--- src/rtl/utf_pkg.sv ---
// Package with the shared types, codes and constants of the UART transmit framer.
`timescale 1ns / 1ps
package utf_pkg;

	localparam int DATA_BITS      = 8;
	localparam int CNT_WIDTH      = $clog2(DATA_BITS);
	localparam int CFG_WIDTH      = 16;
	localparam int CFG_IDX_WIDTH  = 2;
	localparam int PERIOD_WIDTH   = 16;
	localparam int QUEUE_DEPTH    = 2;
	localparam int STOP_WIDTH     = 2;
	localparam int STOP_CFG_WIDTH = 3;
	localparam int MODE_WIDTH     = 2;

	// Configuration register indexes.
	localparam logic [CFG_IDX_WIDTH-1:0] CFG_PARITY_MODE = 2'd0;
	localparam logic [CFG_IDX_WIDTH-1:0] CFG_STOP_COUNT  = 2'd1;
	localparam logic [CFG_IDX_WIDTH-1:0] CFG_BIT_PERIOD  = 2'd2;

	// Parity selector codes; the unused code means no parity.
	localparam logic [MODE_WIDTH-1:0] PAR_NONE = 2'd0;
	localparam logic [MODE_WIDTH-1:0] PAR_ODD  = 2'd1;
	localparam logic [MODE_WIDTH-1:0] PAR_EVEN = 2'd2;

	localparam logic [STOP_CFG_WIDTH-1:0] STOP_RESET      = 3'd1;
	localparam logic [STOP_CFG_WIDTH-1:0] STOP_MAX        = 3'd4;
	localparam logic [CFG_WIDTH-1:0]      BIT_PERIOD_RESET = 16'd248;

	// One classified frame request handed from the front to the back.
	typedef struct packed {
		logic [DATA_BITS-1:0]  data;
		logic                  has_parity;
		logic                  parity_bit;
		logic [STOP_WIDTH-1:0] stop_last;
	} frame_req_t;

	typedef enum logic [2:0] {
		ST_IDLE,
		ST_START,
		ST_DATA,
		ST_PARITY,
		ST_STOP
	} utf_state_t;

endpackage

--- src/rtl/uart_tx_framer.sv ---
// Top level of the UART transmit framer: configuration registers and block wiring.
`timescale 1ns / 1ps
// Each byte request on the slave stream becomes one serial frame of ten to fourteen
// line levels on the master stream: a start bit, eight data bits LSB first, an
// optional odd or even parity bit and one to four stop bits, the last stop bit
// flagged by tlast. A pacing counter in the serializer, reloaded from bit_period on
// each accepted level, holds the next level back until it has counted down (no hold
// when bit_period is 0 or 1); with a ready sink and bit_period of 1 the levels leave
// one per cycle and frames follow without a gap. Bytes are classified in a front stage
// and wait in a two-entry queue, so new requests are taken while a frame is still
// being sent. Configuration must be written only while the block is idle.
module uart_tx_framer import utf_pkg::*; #(
	parameter int PERIOD_W = PERIOD_WIDTH,
	parameter int Q_DEPTH  = QUEUE_DEPTH
) (
	input  logic                     clk,
	input  logic                     arst_n,
	input  logic                     cfg_we,
	input  logic [CFG_IDX_WIDTH-1:0] cfg_index,
	input  logic [CFG_WIDTH-1:0]     cfg_data,
	input  logic                     s_tvalid,
	output logic                     s_tready,
	input  logic [7:0]               s_tdata,  // [7:0] data_byte
	output logic                     m_tvalid,
	input  logic                     m_tready,
	output logic [7:0]               m_tdata,  // [0] line_level, [7:1] zero
	output logic                     m_tlast
);

	logic [MODE_WIDTH-1:0]     parity_mode_q;
	logic [STOP_CFG_WIDTH-1:0] stop_count_q;
	logic [PERIOD_W-1:0]       bit_period_q;
	logic                      push_valid;
	logic                      push_ready;
	frame_req_t                push_req;
	logic                      q_valid;
	logic                      q_pop;
	frame_req_t                q_req;
	logic                      line_level;

	always_ff @(posedge clk or negedge arst_n) begin
		if (!arst_n) begin
			parity_mode_q <= PAR_NONE;
			stop_count_q  <= STOP_RESET;
			bit_period_q  <= PERIOD_W'(BIT_PERIOD_RESET);
		end else if (cfg_we) begin
			unique case (cfg_index)
				CFG_PARITY_MODE: parity_mode_q <= cfg_data[MODE_WIDTH-1:0];
				CFG_STOP_COUNT:  stop_count_q  <= cfg_data[STOP_CFG_WIDTH-1:0];
				CFG_BIT_PERIOD:  bit_period_q  <= PERIOD_W'(cfg_data);
				default: ;
			endcase
		end
	end

	utf_front u_front (
		.clk         (clk),
		.arst_n      (arst_n),
		.parity_mode (parity_mode_q),
		.stop_count  (stop_count_q),
		.s_tvalid    (s_tvalid),
		.s_tready    (s_tready),
		.s_tdata     (s_tdata),
		.push_valid  (push_valid),
		.push_req    (push_req),
		.push_ready  (push_ready)
	);

	utf_queue #(
		.DEPTH (Q_DEPTH)
	) u_queue (
		.clk      (clk),
		.arst_n   (arst_n),
		.wr_valid (push_valid),
		.wr_ready (push_ready),
		.wr_req   (push_req),
		.rd_valid (q_valid),
		.rd_pop   (q_pop),
		.rd_req   (q_req)
	);

	utf_back #(
		.PERIOD_W (PERIOD_W)
	) u_back (
		.clk        (clk),
		.arst_n     (arst_n),
		.bit_period (bit_period_q),
		.q_valid    (q_valid),
		.q_req      (q_req),
		.q_pop      (q_pop),
		.m_tvalid   (m_tvalid),
		.m_tready   (m_tready),
		.m_level    (line_level),
		.m_last     (m_tlast)
	);

	assign m_tdata = {7'd0, line_level};

	// The frame always closes on a mark level.
	a_last_is_stop: assert property (@(posedge clk) disable iff (!arst_n)
		(m_tvalid && m_tlast) |-> m_tdata[0])
		else $error("frame end flagged on a space level");

	// A level is held for the configured period before the next one leaves.
	a_pacing: assert property (@(posedge clk) disable iff (!arst_n)
		(m_tvalid && m_tready && (bit_period_q > PERIOD_W'(1))) |=> !m_tvalid)
		else $error("line level left before its bit period ended");

	// After the end of a frame the next level is a start bit or nothing.
	a_start_after_end: assert property (@(posedge clk) disable iff (!arst_n)
		(m_tvalid && m_tready && m_tlast) |=> !(m_tvalid && m_tdata[0]))
		else $error("frame did not begin with a start bit");

endmodule

--- src/rtl/utf_front.sv ---
// Front end: accepts data bytes and classifies them into frame requests.
`timescale 1ns / 1ps
module utf_front import utf_pkg::*; (
	input  logic                      clk,
	input  logic                      arst_n,
	input  logic [MODE_WIDTH-1:0]     parity_mode,
	input  logic [STOP_CFG_WIDTH-1:0] stop_count,
	input  logic                      s_tvalid,
	output logic                      s_tready,
	input  logic [DATA_BITS-1:0]      s_tdata,
	output logic                      push_valid,
	output frame_req_t                push_req,
	input  logic                      push_ready
);

	logic       valid_s1;
	frame_req_t req_s1;
	frame_req_t req_new;
	logic       push;

	always_comb begin
		req_new.data       = s_tdata;
		req_new.has_parity = (parity_mode == PAR_ODD) || (parity_mode == PAR_EVEN);
		req_new.parity_bit = (^s_tdata) ^ (parity_mode == PAR_ODD);
		// Stop count is clamped to one through four bits.
		if (stop_count == '0) begin
			req_new.stop_last = '0;
		end else if (stop_count > STOP_MAX) begin
			req_new.stop_last = STOP_WIDTH'(STOP_MAX - 3'd1);
		end else begin
			req_new.stop_last = STOP_WIDTH'(stop_count - 3'd1);
		end
	end

	assign push       = valid_s1 && push_ready;
	assign s_tready   = !valid_s1 || push;
	assign push_valid = valid_s1;
	assign push_req   = req_s1;

	always_ff @(posedge clk or negedge arst_n) begin
		if (!arst_n) begin
			valid_s1 <= 1'b0;
		end else if (s_tready) begin
			valid_s1 <= s_tvalid;
		end
	end

	always_ff @(posedge clk) begin
		if (s_tready && s_tvalid) begin
			req_s1 <= req_new;
		end
	end

endmodule

--- src/rtl/utf_queue.sv ---
// Short request queue between the front end and the serializer.
`timescale 1ns / 1ps
module utf_queue import utf_pkg::*; #(
	parameter int DEPTH = QUEUE_DEPTH
) (
	input  logic       clk,
	input  logic       arst_n,
	input  logic       wr_valid,
	output logic       wr_ready,
	input  frame_req_t wr_req,
	output logic       rd_valid,
	input  logic       rd_pop,
	output frame_req_t rd_req
);

	localparam int PTR_WIDTH = $clog2(DEPTH);
	localparam int CNT_W     = $clog2(DEPTH + 1);

	frame_req_t             mem_q [DEPTH];
	logic [PTR_WIDTH-1:0]   wr_ptr_q;
	logic [PTR_WIDTH-1:0]   rd_ptr_q;
	logic [CNT_W-1:0]       count_q;
	logic                   do_wr;
	logic                   do_rd;

	assign wr_ready = (count_q != CNT_W'(DEPTH));
	assign rd_valid = (count_q != '0);
	assign rd_req   = mem_q[rd_ptr_q];
	assign do_wr    = wr_valid && wr_ready;
	assign do_rd    = rd_pop && rd_valid;

	always_ff @(posedge clk or negedge arst_n) begin
		if (!arst_n) begin
			wr_ptr_q <= '0;
			rd_ptr_q <= '0;
			count_q  <= '0;
		end else begin
			if (do_wr) begin
				wr_ptr_q <= (wr_ptr_q == PTR_WIDTH'(DEPTH - 1)) ? '0 : wr_ptr_q + 1'b1;
			end
			if (do_rd) begin
				rd_ptr_q <= (rd_ptr_q == PTR_WIDTH'(DEPTH - 1)) ? '0 : rd_ptr_q + 1'b1;
			end
			if (do_wr && !do_rd) begin
				count_q <= count_q + 1'b1;
			end else if (do_rd && !do_wr) begin
				count_q <= count_q - 1'b1;
			end
		end
	end

	always_ff @(posedge clk) begin
		if (do_wr) begin
			mem_q[wr_ptr_q] <= wr_req;
		end
	end

endmodule

--- src/rtl/utf_back.sv ---
// Back end: serializes frame requests into paced line levels.
`timescale 1ns / 1ps
module utf_back import utf_pkg::*; #(
	parameter int PERIOD_W = PERIOD_WIDTH
) (
	input  logic                clk,
	input  logic                arst_n,
	input  logic [PERIOD_W-1:0] bit_period,
	input  logic                q_valid,
	input  frame_req_t          q_req,
	output logic                q_pop,
	output logic                m_tvalid,
	input  logic                m_tready,
	output logic                m_level,
	output logic                m_last
);

	utf_state_t              state_q;
	utf_state_t              state_nxt;
	logic [DATA_BITS-1:0]    shift_q;
	logic [CNT_WIDTH-1:0]    bit_cnt_q;
	logic [STOP_WIDTH-1:0]   stop_cnt_q;
	logic                    has_par_q;
	logic                    par_bit_q;
	logic [STOP_WIDTH-1:0]   stop_last_q;
	logic                    out_valid_q;
	logic                    out_level_q;
	logic                    out_last_q;
	logic [PERIOD_W-1:0]     pace_q;
	logic                    pace_ok;
	logic                    out_accept;
	logic                    advance;
	logic                    gen_level;
	logic                    gen_last;
	logic                    last_data;
	logic                    last_stop;

	// The next level may leave once the previous one has been held a full period.
	assign pace_ok    = (pace_q[PERIOD_W-1:1] == '0);
	assign m_tvalid   = out_valid_q && pace_ok;
	assign m_level    = out_level_q;
	assign m_last     = out_last_q;
	assign out_accept = m_tvalid && m_tready;
	assign advance    = (state_q != ST_IDLE) && (!out_valid_q || out_accept);
	assign last_data  = (bit_cnt_q == CNT_WIDTH'(DATA_BITS - 1));
	assign last_stop  = (stop_cnt_q == stop_last_q);

	always_comb begin
		state_nxt = state_q;
		unique case (state_q)
			ST_IDLE: begin
				if (q_valid) begin
					state_nxt = ST_START;
				end
			end
			ST_START: begin
				if (advance) begin
					state_nxt = ST_DATA;
				end
			end
			ST_DATA: begin
				if (advance && last_data) begin
					state_nxt = has_par_q ? ST_PARITY : ST_STOP;
				end
			end
			ST_PARITY: begin
				if (advance) begin
					state_nxt = ST_STOP;
				end
			end
			ST_STOP: begin
				if (advance && last_stop) begin
					state_nxt = q_valid ? ST_START : ST_IDLE;
				end
			end
			default: state_nxt = ST_IDLE;
		endcase
	end

	always_comb begin
		gen_level = 1'b1;
		gen_last  = 1'b0;
		q_pop     = 1'b0;
		unique case (state_q)
			ST_IDLE:   q_pop     = q_valid;
			ST_START:  gen_level = 1'b0;
			ST_DATA:   gen_level = shift_q[0];
			ST_PARITY: gen_level = par_bit_q;
			ST_STOP: begin
				gen_last = last_stop;
				q_pop    = advance && last_stop && q_valid;
			end
			default: gen_level = 1'b1;
		endcase
	end

	always_ff @(posedge clk or negedge arst_n) begin
		if (!arst_n) begin
			state_q     <= ST_IDLE;
			out_valid_q <= 1'b0;
			pace_q      <= '0;
		end else begin
			state_q <= state_nxt;
			if (advance) begin
				out_valid_q <= 1'b1;
			end else if (out_accept) begin
				out_valid_q <= 1'b0;
			end
			if (out_accept) begin
				pace_q <= bit_period;
			end else if (!pace_ok) begin
				pace_q <= pace_q - 1'b1;
			end
		end
	end

	always_ff @(posedge clk) begin
		if (advance) begin
			out_level_q <= gen_level;
			out_last_q  <= gen_last;
		end
		if (q_pop) begin
			shift_q     <= q_req.data;
			has_par_q   <= q_req.has_parity;
			par_bit_q   <= q_req.parity_bit;
			stop_last_q <= q_req.stop_last;
			bit_cnt_q   <= '0;
			stop_cnt_q  <= '0;
		end else if (advance && state_q == ST_DATA) begin
			shift_q   <= shift_q >> 1;
			bit_cnt_q <= bit_cnt_q + 1'b1;
		end else if (advance && state_q == ST_STOP) begin
			stop_cnt_q <= stop_cnt_q + 1'b1;
		end
	end

endmodule

--- config.mk ---
export PLATFORM = sky130hd
export DESIGN_NAME = uart_tx_framer
export DESIGN_NICKNAME = d
export VERILOG_FILES = /design/src/rtl/utf_pkg.sv /design/src/rtl/uart_tx_framer.sv /design/src/rtl/utf_front.sv /design/src/rtl/utf_queue.sv /design/src/rtl/utf_back.sv
export SDC_FILE = /design/constraint.sdc
export NUM_CORES = 1
export LEC_CHECK = 0
export ABC_CLOCK_PERIOD_IN_PS = 3000
export BUFFER_PORTS_ARGS = -buffer_cell sky130_fd_sc_hd__buf_4
export CORE_MARGIN = 5
export CORE_UTILIZATION = 41
export CTS_CLUSTER_DIAMETER = 80
export DETAILED_ROUTE_END_ITERATION = 8
export PLACE_DENSITY_LB_ADDON = 0.25
export SETUP_SLACK_MARGIN = 0.02
export SYNTH_ARGS = -nofsm -noshare
export SYNTH_HDL_FRONTEND = slang
export SYNTH_SLANG_ARGS = --single-unit
--- constraint.sdc ---
create_clock -name clk -period 3 [get_ports clk]
set_input_delay 0.6 -clock clk [delete_from_list [all_inputs] [get_ports clk]]
set_output_delay 0.6 -clock clk [all_outputs]
set_load 0.05 [all_outputs]
==> flow_metrics.py <==
metrics = {
    "run_status": {
        "status": "finished, final reports clean",
    },
    "route": {
        "wl_per_cell_um": 14.7,
        "via_per_inst": 5.04,
        "wl_um": 7680,
        "drt_iter0_drc": 122,
        "dr_total_vias": 2625,
        "ant_nets": 0,
        "drcViolationCount": 0,
        "firstDrtPassIters": 4,
    },
    "synth": {
        "synth_cells": 339,
        "synth_area_um2": 4500,
        "seq_area_frac_synth_pct": 61.4,
        "ys_seq_elements": 101,
        "synth_top_area_cell": "edfxtp_1",
        "async_flop_share_pct": 45.5,
        "ys_types": 56,
        "avgSynthCellArea_um2": 13.3,
        "synth_edf_count": 50,
        "synth_flop_cell": "edfxtp_1",
        "yosys-top-cells-area": "edfxtp_1 33%, dfrtp_1 22%, mux2_2 8.0%, dfstp_2 3.5%, xnor2_1 3.5%",
        "ys_warn_count": 0,
        "netlist.area_leader.share_pct": 33.4,
    },
    "critical_path": {
        "cp-start-kind": "flip-flop",
        "rr_worst_depth": 9,
        "crit_required_ns": 2.40,
        "crit_fanout": 8,
        "critPathKind": "flip-flop to primary output",
        "arrival_ns": 2.08,
        "end_kind": "primary output",
    },
    "finish": {
        "drive_gt1_share_pct": 27.8,
        "syn2layout_area_growth_pct": 12.7,
        "n_antenna_cell": 0,
        "fillers": 977,
        "fin_util_pct": 47.0,
        "final_cell_mix": "50 x edfxtp_1, 41 x buf_4, 40 x dfrtp_1, 32 x mux2_2, 26 x nand2_1",
        "seqCellArea_um2": 2760,
        "final_common_cell": "edfxtp_1",
        "nNetsFinal": 413,
        "multi_input_area_um2": 1580,
    },
    "cts": {
        "clockBufferDepth": 2,
        "root_buffer": "clkbuf_8",
        "clock_latency_ns": 0.37,
        "cts_buffers": 9,
        "cts_sinks": 101,
        "h-tree-depth": 3,
        "clk_pin_slew_ns": 0.10,
        "cts_tree": "built",
        "hold_buffers": 0,
    },
    "min_path": {
        "hold_class": "input pin to asynchronous set/reset pin",
    },
    "place": {
        "gp_congestion": 0.835,
        "hpwl_um": 5520,
        "io_buffer_count": 34,
    },
    "floorplanning": {
        "die_w_um": 115,
        "row_count": 38,
        "start_util_pct": 41.7,
        "die_area_um2": 13200,
        "die_y_um": 115,
        "core_area_um2": 10800,
        "ios": 42,
    },
    "grt": {
        "grt_pass1_vias": 2655,
        "antenna_found_initial": 0,
        "globalRouteOverflowTotal": 0,
        "grt_max_degree": 47,
        "grt_pass1_wl_um": 12700,
        "grt_usage_pct": 12.3,
    },
    "run": {
        "drv_cap": 0,
    },
    "power_and_ir_drop": {
        "power.density_nw_per_um2": 615,
        "vdd_drop_max_mv": 0.238,
        "p_leak_nw": 1.97,
        "finalPower_mw": 3.11,
    },
    "sta": {
        "setup_viol": 0,
        "max_freq_mhz": 373,
        "slew_viol_final": 0,
        "fin_crit_ns": 2.68,
        "tns_ns": 0,
        "fin_skew_ns": 0.0120,
        "rsz0062_at_grt": "no",
        "max_slew.worst_pin.slew_ns": 0.771,
        "finalHoldViolations": 0,
        "max_slew_margin_pct": 48.5,
        "min_period_over_period_pct": 89.4,
    },
}
[logic make-up (layout without fill, tap and decap cells)]
kind of cell	after synthesis	after routing	synth area share [%]
XOR/XNOR	23	23	4.48
adder cells (fa/ha/maj)	6	6	1.67
other	1	7	0.0834
AND/OR/NAND/NOR	85	85	10.1
buffers and inverters	35	71	4.01
AO/OA/AOI/OAI	47	47	7.65
multiplexers	41	41	10.7
flip-flops	101	101	61.4
[power breakdown]
| part | switching [mW] | internal, mW |
|---|---|---|
| Combinational | 0.253 | 0.206 |
| Clock | 0.507 | 0.324 |
| Sequential | 0.100 | 1.73 |
[per-layer routing]
metal	track usage, %	vias to the layer above	wire length (um)
li1	-	1283	-
met1	16.2	1283	3560
met2	19.6	49	3690
met3	3.32	10	325
met4	4.69	0	105
met5	0	-	0
[synthesized netlist by cell type (5+ instances only)]
cell type	number
nand3_1	8
xor2_1	5
nor2_1	12
dfstp_2	6
mux2_2	32
edfxtp_1	50
a21oi_1	6
nand2_1	26
nand3b_1	5
mux2_4	6
clkbuf_1	6
buf_4	10
nor3_1	9
dfxtp_1	5
o21ai_0	13
inv_1	14
xnor2_1	18
nand2b_1	6
ha_1	6
dfrtp_1	40
[final timing paths]
check                                               from                              to  slack [ns]
max                        u_back.pace_q[12]$_DFFE_PN0P_                        m_tvalid        0.32
min                                               arst_n    u_back.pace_q[3]$_DFFE_PN0P_        0.23
max reg2reg                 u_back.pace_q[6]$_DFFE_PN0P_  u_queue.count_q[1]$_DFFE_PN0P_        0.47
min reg2reg                u_front.push_req[4]$_DFFE_PP_   u_queue.mem_q[0][4]$_DFFE_PP_        0.45
max in group asynchronous                         arst_n   u_back.pace_q[11]$_DFFE_PN0P_        2.37
min in group clk                              s_tdata[2]   u_front.push_req[6]$_DFFE_PP_        0.42
[layout make-up]
| class | instances | area share [%] |
|---|---|---|
| timing repair buffer | 41 | 6.07 |
| multi-input combinational | 209 | 31.2 |
| tap | 140 | 3.46 |
| clock buffer | 10 | 2.52 |
| sequential | 101 | 54.5 |
| clock inverter | 6 | 1.23 |
| inverter | 14 | 1.04 |
[worst max-delay path, stage by stage, from the launching register on]
cell	delay, ns
dfrtp_1	0.42
or3_1	0.41
nor2_2	0.30
and2_1	0.20
inv_1	0.07
nor2_1	0.11
buf_4	0.21
[through the flow]
step	hold slack [ns]	std cells	setup slack, ns	instance area (um2)
detailed placement	0.431	504	0.450	4870
finish	0.228	521	0.319	5070
CTS	0.233	520	0.0954	5060
global route	0.259	521	0.109	5070
global placement	0.425	504	0.497	4870
floorplan	0.304	345	0.278	4520
[flip-flops by register name (all words and copies together) (netlist names), 2 cells and up]
signal              count
u_queue.mem_q          24
u_back.stop_last_q      2
u_front.push_req       12
u_back.stop_cnt_q       2
bit_period_q           16
parity_mode_q           2
u_back.bit_cnt_q        3
u_back.shift_q          8
stop_count_q            3
u_back.pace_q          16
u_back.state_q          3
u_queue.count_q         2
[what timing repair did]
action                                  in CTS  in global routing
gates resized for setup                      0                  1
endpoints found under the setup margin       0                  1
buffers inserted                             0                  1
Power figures use the tool's default switching activity.
